`config.mk`:
```
export PLATFORM = sky130hd
export DESIGN_NAME = three_channel_interval_timer_core
export DESIGN_NICKNAME = d
export VERILOG_FILES = /design/src/rtl/tcit_pkg.sv /design/src/rtl/tcit_lane.sv /design/src/rtl/three_channel_interval_timer_core.sv
export SDC_FILE = /design/constraint.sdc
export NUM_CORES = 1
export LEC_CHECK = 0
export ABC_AREA = 0
export BUFFER_PORTS_ARGS = -buffer_cell sky130_fd_sc_hd__buf_4
export CAP_MARGIN = 10
export CORE_MARGIN = 2
export CORE_UTILIZATION = 55
export DETAILED_ROUTE_END_ITERATION = 8
export PLACE_DENSITY = 0.71
export SLEW_MARGIN = 20
export SYNTH_ARGS = -nofsm -noshare
export SYNTH_HDL_FRONTEND = slang
export SYNTH_HIERARCHICAL = 1
export SYNTH_SLANG_ARGS = --single-unit
```
`constraint.sdc`:
```
create_clock -name clk -period 4.79 [get_ports clk]
set_input_delay 0.7185 -clock clk [delete_from_list [all_inputs] [get_ports clk]]
set_output_delay 0.7185 -clock clk [all_outputs]
set_load 0.05 [all_outputs]
```
`src/rtl/tcit_pkg.sv`:
```
`default_nettype none
package tcit_pkg;
    localparam int MAX_COUNTERS = 3;
    localparam int DEFAULT_COUNTER_COUNT = 3;

    localparam logic [1:0] CMD_READ  = 2'd0;
    localparam logic [1:0] CMD_WRITE = 2'd1;
    localparam logic [1:0] CMD_PINS  = 2'd2;
    localparam logic [1:0] CMD_NOP   = 2'd3;
    localparam logic [1:0] CTRL_PORT = 2'd3;

    localparam logic [1:0] FMT_LOW  = 2'd1;
    localparam logic [1:0] FMT_HIGH = 2'd2;

    localparam logic [2:0] MODE_0 = 3'd0;
    localparam logic [2:0] MODE_1 = 3'd1;
    localparam logic [2:0] MODE_2 = 3'd2;
    localparam logic [2:0] MODE_3 = 3'd3;
    localparam logic [2:0] MODE_4 = 3'd4;
    localparam logic [2:0] MODE_5 = 3'd5;

    localparam logic [5:0] CTRL_RESET = 6'h30;
    localparam logic [7:0] READ_NONE  = 8'd255;

    // Decoded request, one per lane
    typedef struct packed {
        logic       rd;       // data port read of this lane
        logic       wr;       // data port write of this lane
        logic       ctrl;     // control word that sets mode of this lane
        logic       latch_c;  // latch count
        logic       latch_s;  // latch status
        logic       pins;
        logic       tick;
        logic       gate;
        logic [7:0] data;
    } tcit_req_t;

    function automatic logic [2:0] mode_of(input logic [5:0] cb);
        logic [2:0] m;
        m = cb[3:1];
        return m[2] & m[1] ? {1'b0, m[1:0]} : m;
    endfunction
endpackage
`default_nettype wire

```
`src/rtl/tcit_lane.sv`:
```
`default_nettype none
module tcit_lane (
    input  wire logic              clk,
    input  wire logic              rst_n,
    input  wire logic              en,
    input  wire tcit_pkg::tcit_req_t req,
    output logic [7:0]             rdata,
    output logic                   out_level
);
    logic [15:0] count_reg, count_next, reload_reg, reload_next, lcount_reg, lcount_next;
    logic [5:0]  cb_reg, cb_next;
    logic [7:0]  lstat_reg, lstat_next, hold_reg, hold_next;
    logic        sl_reg, sl_next, cl_reg, cl_next, rh_reg, rh_next, wh_reg, wh_next;
    logic        gate_reg, gate_next, arm_reg, arm_next, trig_reg, trig_next;
    logic        cen_reg, cen_next, out_reg, out_next;

    always_comb begin
        logic [2:0]  m;
        logic [15:0] n, d, v, stp;
        logic        ld;
        count_next = count_reg;  reload_next = reload_reg; lcount_next = lcount_reg;
        cb_next = cb_reg;        lstat_next = lstat_reg;   hold_next = hold_reg;
        sl_next = sl_reg;        cl_next = cl_reg;         rh_next = rh_reg;
        wh_next = wh_reg;        gate_next = gate_reg;     arm_next = arm_reg;
        trig_next = trig_reg;    cen_next = cen_reg;       out_next = out_reg;
        rdata = 8'd0;
        m = tcit_pkg::mode_of(cb_reg);
        ld = 1'b0;
        v = 16'd0;
        n = count_reg;
        stp = 16'd2;
        d = cl_reg ? lcount_reg : count_reg;
        if (en) begin
            if (req.rd) begin
                if (sl_reg) begin
                    sl_next = 1'b0;
                    rdata = lstat_reg;
                end else begin
                    case (cb_reg[5:4])
                        tcit_pkg::FMT_LOW: begin
                            cl_next = 1'b0;
                            rdata = d[7:0];
                        end
                        tcit_pkg::FMT_HIGH: begin
                            cl_next = 1'b0;
                            rdata = d[15:8];
                        end
                        default: begin
                            rh_next = !rh_reg;
                            if (!rh_reg) rdata = d[7:0];
                            else begin
                                cl_next = 1'b0;
                                rdata = d[15:8];
                            end
                        end
                    endcase
                end
            end
            if (req.latch_s && !sl_reg) begin
                sl_next = 1'b1;
                lstat_next = {out_reg, 1'b0, cb_reg};
            end
            if (req.latch_c && !cl_reg) begin
                cl_next = 1'b1;
                rh_next = 1'b0;
                lcount_next = count_reg;
            end
            if (req.ctrl) begin
                cb_next = req.data[5:0];
                wh_next = 1'b0;
                rh_next = 1'b0;
                cen_next = 1'b1;
                arm_next = 1'b0;
                trig_next = 1'b0;
                out_next = tcit_pkg::mode_of(req.data[5:0]) != tcit_pkg::MODE_0;
            end
            if (req.wr) begin
                case (cb_reg[5:4])
                    tcit_pkg::FMT_LOW: begin
                        ld = 1'b1;
                        v = {reload_reg[15:8], req.data};
                    end
                    tcit_pkg::FMT_HIGH: begin
                        ld = 1'b1;
                        v = {req.data, reload_reg[7:0]};
                    end
                    default: begin
                        if (!wh_reg) begin
                            wh_next = 1'b1;
                            hold_next = req.data;
                            if (m == tcit_pkg::MODE_0) cen_next = 1'b0;
                        end else begin
                            wh_next = 1'b0;
                            cen_next = 1'b1;
                            ld = 1'b1;
                            v = {req.data, hold_reg};
                        end
                    end
                endcase
                if (ld) begin
                    reload_next = v;
                    if (m == tcit_pkg::MODE_0 || m == tcit_pkg::MODE_4) count_next = v;
                    if (!arm_reg && (m == tcit_pkg::MODE_2 || m == tcit_pkg::MODE_3))
                        count_next = v;
                    if (m == tcit_pkg::MODE_0) out_next = 1'b0;
                    arm_next = 1'b1;
                end
            end
            if (req.pins) begin
                if (req.tick) begin
                    case (m)
                        tcit_pkg::MODE_0: begin
                            if (gate_reg && cen_reg) begin
                                n = count_reg - 16'd1;
                                if (n == 16'd0 && arm_reg) begin
                                    out_next = 1'b1;
                                    arm_next = 1'b0;
                                end
                            end
                        end
                        tcit_pkg::MODE_1: begin
                            n = count_reg - 16'd1;
                            if (n == 16'd0 && trig_reg) begin
                                out_next = 1'b1;
                                trig_next = 1'b0;
                            end
                        end
                        tcit_pkg::MODE_2: begin
                            if (gate_reg && arm_reg) begin
                                if (count_reg == 16'd1) begin
                                    n = reload_reg;
                                    out_next = 1'b1;
                                end else begin
                                    n = count_reg - 16'd1;
                                    if (n == 16'd1) out_next = 1'b0;
                                end
                            end
                        end
                        tcit_pkg::MODE_3: begin
                            if (gate_reg && arm_reg) begin
                                if (count_reg[0]) stp = out_reg ? 16'd1 : 16'd3;
                                if (count_reg != 16'd0 && count_reg <= stp) begin
                                    out_next = !out_reg;
                                    n = reload_reg;
                                end else n = count_reg - stp;
                            end
                        end
                        tcit_pkg::MODE_4: begin
                            if (gate_reg) begin
                                n = count_reg - 16'd1;
                                if (arm_reg) begin
                                    if (!out_reg) begin
                                        out_next = 1'b1;
                                        arm_next = 1'b0;
                                    end else if (n == 16'd0) out_next = 1'b0;
                                end
                            end
                        end
                        default: begin
                            n = count_reg - 16'd1;
                            if (trig_reg) begin
                                if (!out_reg) begin
                                    out_next = 1'b1;
                                    trig_next = 1'b0;
                                end else if (n == 16'd0) out_next = 1'b0;
                            end
                        end
                    endcase
                    count_next = n;
                end
                if (gate_reg != req.gate) begin
                    gate_next = req.gate;
                    if (m == tcit_pkg::MODE_1 || m == tcit_pkg::MODE_5) begin
                        if (req.gate && arm_next) begin
                            count_next = reload_reg;
                            trig_next = 1'b1;
                            if (m == tcit_pkg::MODE_1) out_next = 1'b0;
                        end
                    end else if (m == tcit_pkg::MODE_2 || m == tcit_pkg::MODE_3) begin
                        if (req.gate && arm_next) count_next = reload_reg;
                        out_next = 1'b1;
                    end
                end
            end
        end
    end

    always_ff @(posedge clk or negedge rst_n) begin
        if (!rst_n) begin
            count_reg <= '0; reload_reg <= '0; lcount_reg <= '0;
            cb_reg <= tcit_pkg::CTRL_RESET; lstat_reg <= '0; hold_reg <= '0;
            sl_reg <= 1'b0; cl_reg <= 1'b0; rh_reg <= 1'b0; wh_reg <= 1'b0;
            gate_reg <= 1'b0; arm_reg <= 1'b0; trig_reg <= 1'b0;
            cen_reg <= 1'b1; out_reg <= 1'b0;
        end else begin
            count_reg <= count_next; reload_reg <= reload_next; lcount_reg <= lcount_next;
            cb_reg <= cb_next; lstat_reg <= lstat_next; hold_reg <= hold_next;
            sl_reg <= sl_next; cl_reg <= cl_next; rh_reg <= rh_next; wh_reg <= wh_next;
            gate_reg <= gate_next; arm_reg <= arm_next; trig_reg <= trig_next;
            cen_reg <= cen_next; out_reg <= out_next;
        end
    end

    assign out_level = out_next;
endmodule
`default_nettype wire

```
`src/rtl/three_channel_interval_timer_core.sv`:
```
// Channel   | Dir | Signals
// request   | in  | valid, ready, command, port, write_data, tick_mask, gate_levels
// result    | out | out_valid, out_ready, read_data, out_levels
// One request per cycle when ready; each lane updates its counter on accept and the
// merged read byte and pin levels are registered into the result stage.
// The result shows in the cycle after accept; a new request is taken whenever the
// result stage is empty or is being emptied in the same cycle.
// Reset clears all counters to their power-up state; no clearing pass.
`default_nettype none
module three_channel_interval_timer_core #(
    parameter int COUNTER_COUNT = tcit_pkg::DEFAULT_COUNTER_COUNT
) (
    input  wire logic       clk,
    input  wire logic       rst_n,
    input  wire logic       valid,
    output logic            ready,
    input  wire logic [1:0] command,
    input  wire logic [1:0] port,
    input  wire logic [7:0] write_data,
    input  wire logic [2:0] tick_mask,
    input  wire logic [2:0] gate_levels,
    output logic            out_valid,
    input  wire logic       out_ready,
    output logic [7:0]      read_data,
    output logic [2:0]      out_levels
);
    logic        accept;
    logic        ovalid_reg;
    logic [7:0]  rd_reg, rd_next;
    logic [2:0]  lv_reg, lv_next;
    logic [7:0]  lane_rd [COUNTER_COUNT];
    logic [COUNTER_COUNT-1:0] lane_out;

    assign ready  = !ovalid_reg || out_ready;
    assign accept = valid && ready;

    for (genvar i = 0; i < COUNTER_COUNT; i++) begin : g_lane
        tcit_pkg::tcit_req_t rq;
        always_comb begin
            rq.data    = write_data;
            rq.rd      = command == tcit_pkg::CMD_READ && port == 2'(i);
            rq.wr      = command == tcit_pkg::CMD_WRITE && port == 2'(i);
            rq.pins    = command == tcit_pkg::CMD_PINS;
            rq.tick    = tick_mask[i];
            rq.gate    = gate_levels[i];
            rq.ctrl    = 1'b0;
            rq.latch_c = 1'b0;
            rq.latch_s = 1'b0;
            if (command == tcit_pkg::CMD_WRITE && port == tcit_pkg::CTRL_PORT) begin
                if (write_data[7:6] == 2'b11) begin
                    rq.latch_s = write_data[1 + i] && !write_data[4];
                    rq.latch_c = write_data[1 + i] && !write_data[5];
                end else if (write_data[7:6] == 2'(i)) begin
                    if (write_data[5:4] == 2'b00) rq.latch_c = 1'b1;
                    else rq.ctrl = 1'b1;
                end
            end
        end
        tcit_lane u_lane (
            .clk       (clk),
            .rst_n     (rst_n),
            .en        (accept),
            .req       (rq),
            .rdata     (lane_rd[i]),
            .out_level (lane_out[i])
        );
    end

    // Merge: pick the addressed lane's byte (255 on a read of no lane), gather pin levels
    always_comb begin
        rd_next = 8'd0;
        lv_next = 3'd0;
        if (command == tcit_pkg::CMD_READ) rd_next = tcit_pkg::READ_NONE;
        for (int i = 0; i < COUNTER_COUNT; i++) begin
            if (command == tcit_pkg::CMD_READ && port == 2'(i)) rd_next = lane_rd[i];
            lv_next[i] = lane_out[i];
        end
    end

    always_ff @(posedge clk or negedge rst_n) begin
        if (!rst_n) ovalid_reg <= 1'b0;
        else if (accept) ovalid_reg <= 1'b1;
        else if (out_ready) ovalid_reg <= 1'b0;
    end

    always_ff @(posedge clk) begin
        if (accept) begin
            rd_reg <= rd_next;
            lv_reg <= lv_next;
        end
    end

    assign out_valid  = ovalid_reg;
    assign read_data  = rd_reg;
    assign out_levels = lv_reg;
endmodule
`default_nettype wire
```
==> results.py <==
metrics = {
    "drt": {
        "drc": 0,
        "detail-route-antenna-nets": 0,
        "viasPerCell": 7.27,
        "wl_per_cell_um": 27.6,
        "drt_iter0_markers": 2971,
        "vias": 21400,
        "first_pass_iters": 8,
        "drt-total-wl_um": 81300,
    },
    "critical_path": {
        "critical_path.max_fanout": 26,
        "cp_slowest_cell": "nand4_1",
        "cp.arrival_ns": 4.06,
        "required_ns": 5.25,
        "critical-path-top-delay-family": "compound AO/OA/AOI/OAI gates",
        "worst-path-buf-inv": 1,
        "crit_path_frequent_cell": "a221o_1",
        "crit_type": "flop to flop",
        "r2r-start": "g_lane[0].u_lane/cb_reg[4]$_DFFE_PN1P_",
        "cp_cell_sequence": "inv_1 > ha_1 > nand2b_1 > nand4_1 > a221o_1 > o21ai_0 > o32a_1 > o21ai_1 > a221o_1",
        "crit_start": "g_lane[0].u_lane/cb_reg[4]$_DFFE_PN1P_",
        "critPathLaunchType": "flop",
        "end_kind": "flop",
        "cp_slowest_stage_delay_ns": 0.67,
    },
    "power_and_ir_drop": {
        "power_mw": 9.33,
        "ir_drop_mv": 0.347,
        "p_leak_nw": 8.77,
        "p_per_area_nw_per_um2": 420,
    },
    "yosys": {
        "ys_seq_elements": 246,
        "ys_types": 108,
        "synth.avg_cell_area_um2": 8.14,
        "yosysSeqAreaShare_pct": 30.2,
        "syn_area_um2": 20600,
        "syn_nets": 2582,
        "syn_inst": 2536,
        "async_flop_share_pct": 95.5,
        "synth-edff-count": 11,
        "yosysWarnings": 6,
        "yosys_most_used_dff": "dfrtp_1",
    },
    "cells_and_area": {
        "utilization_pct": 60.4,
        "area_delta_synth_final_pct": 7.70,
        "layout-drive-gt1-share_pct": 15.3,
        "final.fill_count": 3324,
        "final_cell_mix": "nand2_1, dfrtp_1, nor2_1, o21ai_0, a21oi_1",
        "final_common_cell": "nand2_1",
        "antenna_cells": 0,
        "layout.nets": 2503,
    },
    "clock_tree": {
        "cts_buffers": 30,
        "cts_hold_buf": 0,
        "cts.htree.levels": 1,
        "cts.sinks": 246,
        "ctsResizeCount": 0,
        "clockRootBuffer": "clkbuf_16",
        "ctsLongestPathBuffers": 3,
        "clkSlewWorstSetupHoldPaths_ns": 0.06,
        "clock_latency_ns": 0.59,
        "post_cts_buffers": 0,
        "cts_tree": "yes",
    },
    "global_routing": {
        "gr-total-overflow": 0,
        "grt_max_degree": 123,
        "grt_pass1_vias": 20500,
        "antenna_found_initial": 0,
        "grt_util_met1_pct": 59.3,
        "grt_first_pass_wirelength_um": 125000,
        "grt-busiest-layer": "met2",
        "met2_usage_pct": 60.7,
        "grt_util_met3_pct": 9.48,
        "grt_use_total_pct": 41.6,
    },
    "timing": {
        "fin_crit_sh_pct": 75.1,
        "hold_viol_final": 0,
        "fmax_ghz": 0.278,
        "finalSetupTns_ns": 0,
        "slew_viol_final": 0,
        "setup_viol": 0,
        "grt_setup_unrepaired": "false",
        "worst_hold_slack_ns": 0.211,
        "worstMarginPinSlew_ns": 1.16,
        "max_slew_margin_pct": 22.7,
        "period_minus_slack_ns": 3.60,
        "skew_ns": 0.0143,
    },
    "placed_design": {
        "hpwl_um": 57300,
        "io_buffers": 34,
        "gp_congestion": 1.07,
    },
    "die": {
        "core_um2": 36800,
        "die_y_um": 198,
        "die_area_um2": 39100,
        "num_io_pins": 35,
        "die_w_um": 198,
        "fp-row-count": 70,
        "initial_utilization_pct": 56.1,
    },
    "flow_run": {
        "cap_violations": 0,
    },
    "run_status": {
        "outcome": "completed",
    },
    "hold_path": {
        "min_path_type": "primary input to asynchronous set/reset pin",
    },
}
## worst register-to-register path, stage by stage (launching register included)
cell	delay [ns]
dfstp_2	0.54
inv_1	0.05
ha_1	0.58
nand2b_1	0.42
nand4_1	0.67
a221o_1	0.51
o21ai_0	0.12
o32a_1	0.20
o21ai_1	0.06
a221o_1	0.32
## report_power, final
part           internal [mW]  switching, mW  total, mW  leakage, nW
Combinational           1.42           2.32       3.74         5.11
Sequential              2.41          0.810       3.22         3.15
Clock                   1.38          0.979       2.36        0.509
## cell families after synthesis
kind of cell / synth area share (%)
AO/OA/AOI/OAI: 28.1
AND/OR/NAND/NOR: 20.3
buffers and inverters: 5.89
flip-flops: 30.2
multiplexers: 9.31
XOR/XNOR: 4.80
adder cells (fa/ha/maj): 1.46
## synthesized netlist by cell type (12+ instances only)
| library cell | instances | area (µm²) |
|---|---|---|
| a211oi_1 | 41 | 308 |
| a21oi_1 | 178 | 891 |
| a221o_1 | 17 | 170 |
| a221oi_1 | 49 | 429 |
| a22o_1 | 33 | 289 |
| a22oi_1 | 24 | 180 |
| a31oi_1 | 40 | 250 |
| a32o_1 | 12 | 120 |
| and2_1 | 17 | 106 |
| and3_1 | 24 | 150 |
| buf_1 | 26 | 97.6 |
| buf_2 | 16 | 80.1 |
| clkbuf_1 | 174 | 653 |
| dfrtp_1 | 226 | 5660 |
| ha_1 | 24 | 300 |
| inv_1 | 55 | 206 |
| mux2_2 | 125 | 1410 |
| mux2i_1 | 45 | 450 |
| nand2_1 | 252 | 946 |
| nand2b_1 | 21 | 131 |
| nand3_1 | 67 | 335 |
| nand4_1 | 42 | 263 |
| nor2_1 | 218 | 818 |
| nor2b_1 | 17 | 106 |
| nor3_1 | 58 | 290 |
| nor4_1 | 32 | 200 |
| o2111ai_1 | 12 | 105 |
| o211ai_1 | 34 | 255 |
| o21a_1 | 14 | 105 |
| o21ai_0 | 184 | 921 |
| o21ai_1 | 21 | 105 |
| o221ai_1 | 12 | 105 |
| o22ai_1 | 20 | 125 |
| o31ai_1 | 25 | 188 |
| or3_1 | 17 | 106 |
| xnor2_1 | 63 | 552 |
| xor2_1 | 50 | 438 |
## per-layer routing
| layer | vias to the layer above | wire length [µm] |
|---|---|---|
| li1 | 9347 | - |
| met4 | 0 | 3760 |
| met3 | 276 | 10300 |
| met1 | 10300 | 33100 |
| met5 | - | 0 |
| met2 | 1561 | 34100 |
## cell type report
class | count | area [µm²] | area share [%]
Multi-Input combinational cell | 1996 | 13200 | 59.5
Sequential cell | 246 | 6220 | 28.0
Timing Repair Buffer | 122 | 948 | 4.27
Clock buffer | 40 | 871 | 3.92
Tap cell | 468 | 586 | 2.64
Inverter | 61 | 229 | 1.03
Clock inverter | 16 | 144 | 0.648
## stage by stage
step	setup slack [ns]	std cells	instance area [µm²]
floorplan	1.39	2536	20600
global placement	1.23	2893	21200
detailed placement	1.12	2893	21200
CTS	1.25	2949	22200
global route	0.973	2949	22200
finish	1.19	2949	22200
## path summary, 6_finish.rpt
| kind | to | slack (ns) | cells after the start |
|---|---|---|---|
| max | g_lane[0].u_lane/count_reg[11]$_DFFE_PN0P_ | 1.19 | 9 |
| min | g_lane[1].u_lane/lcount_reg[3]$_DFFE_PN0P_ | 0.21 | 1 |
| max reg2reg | g_lane[0].u_lane/count_reg[11]$_DFFE_PN0P_ | 1.19 | 9 |
| min reg2reg | g_lane[2].u_lane/lcount_reg[4]$_DFFE_PN0P_ | 0.48 | 2 |
| max in group asynchronous | g_lane[1].u_lane/cen_reg$_DFFE_PN1P_ | 3.56 | 2 |
| min in group clk | out_valid$_DFFE_PN0P_ | 0.35 | 2 |
Power figures use the tool's default switching activity.
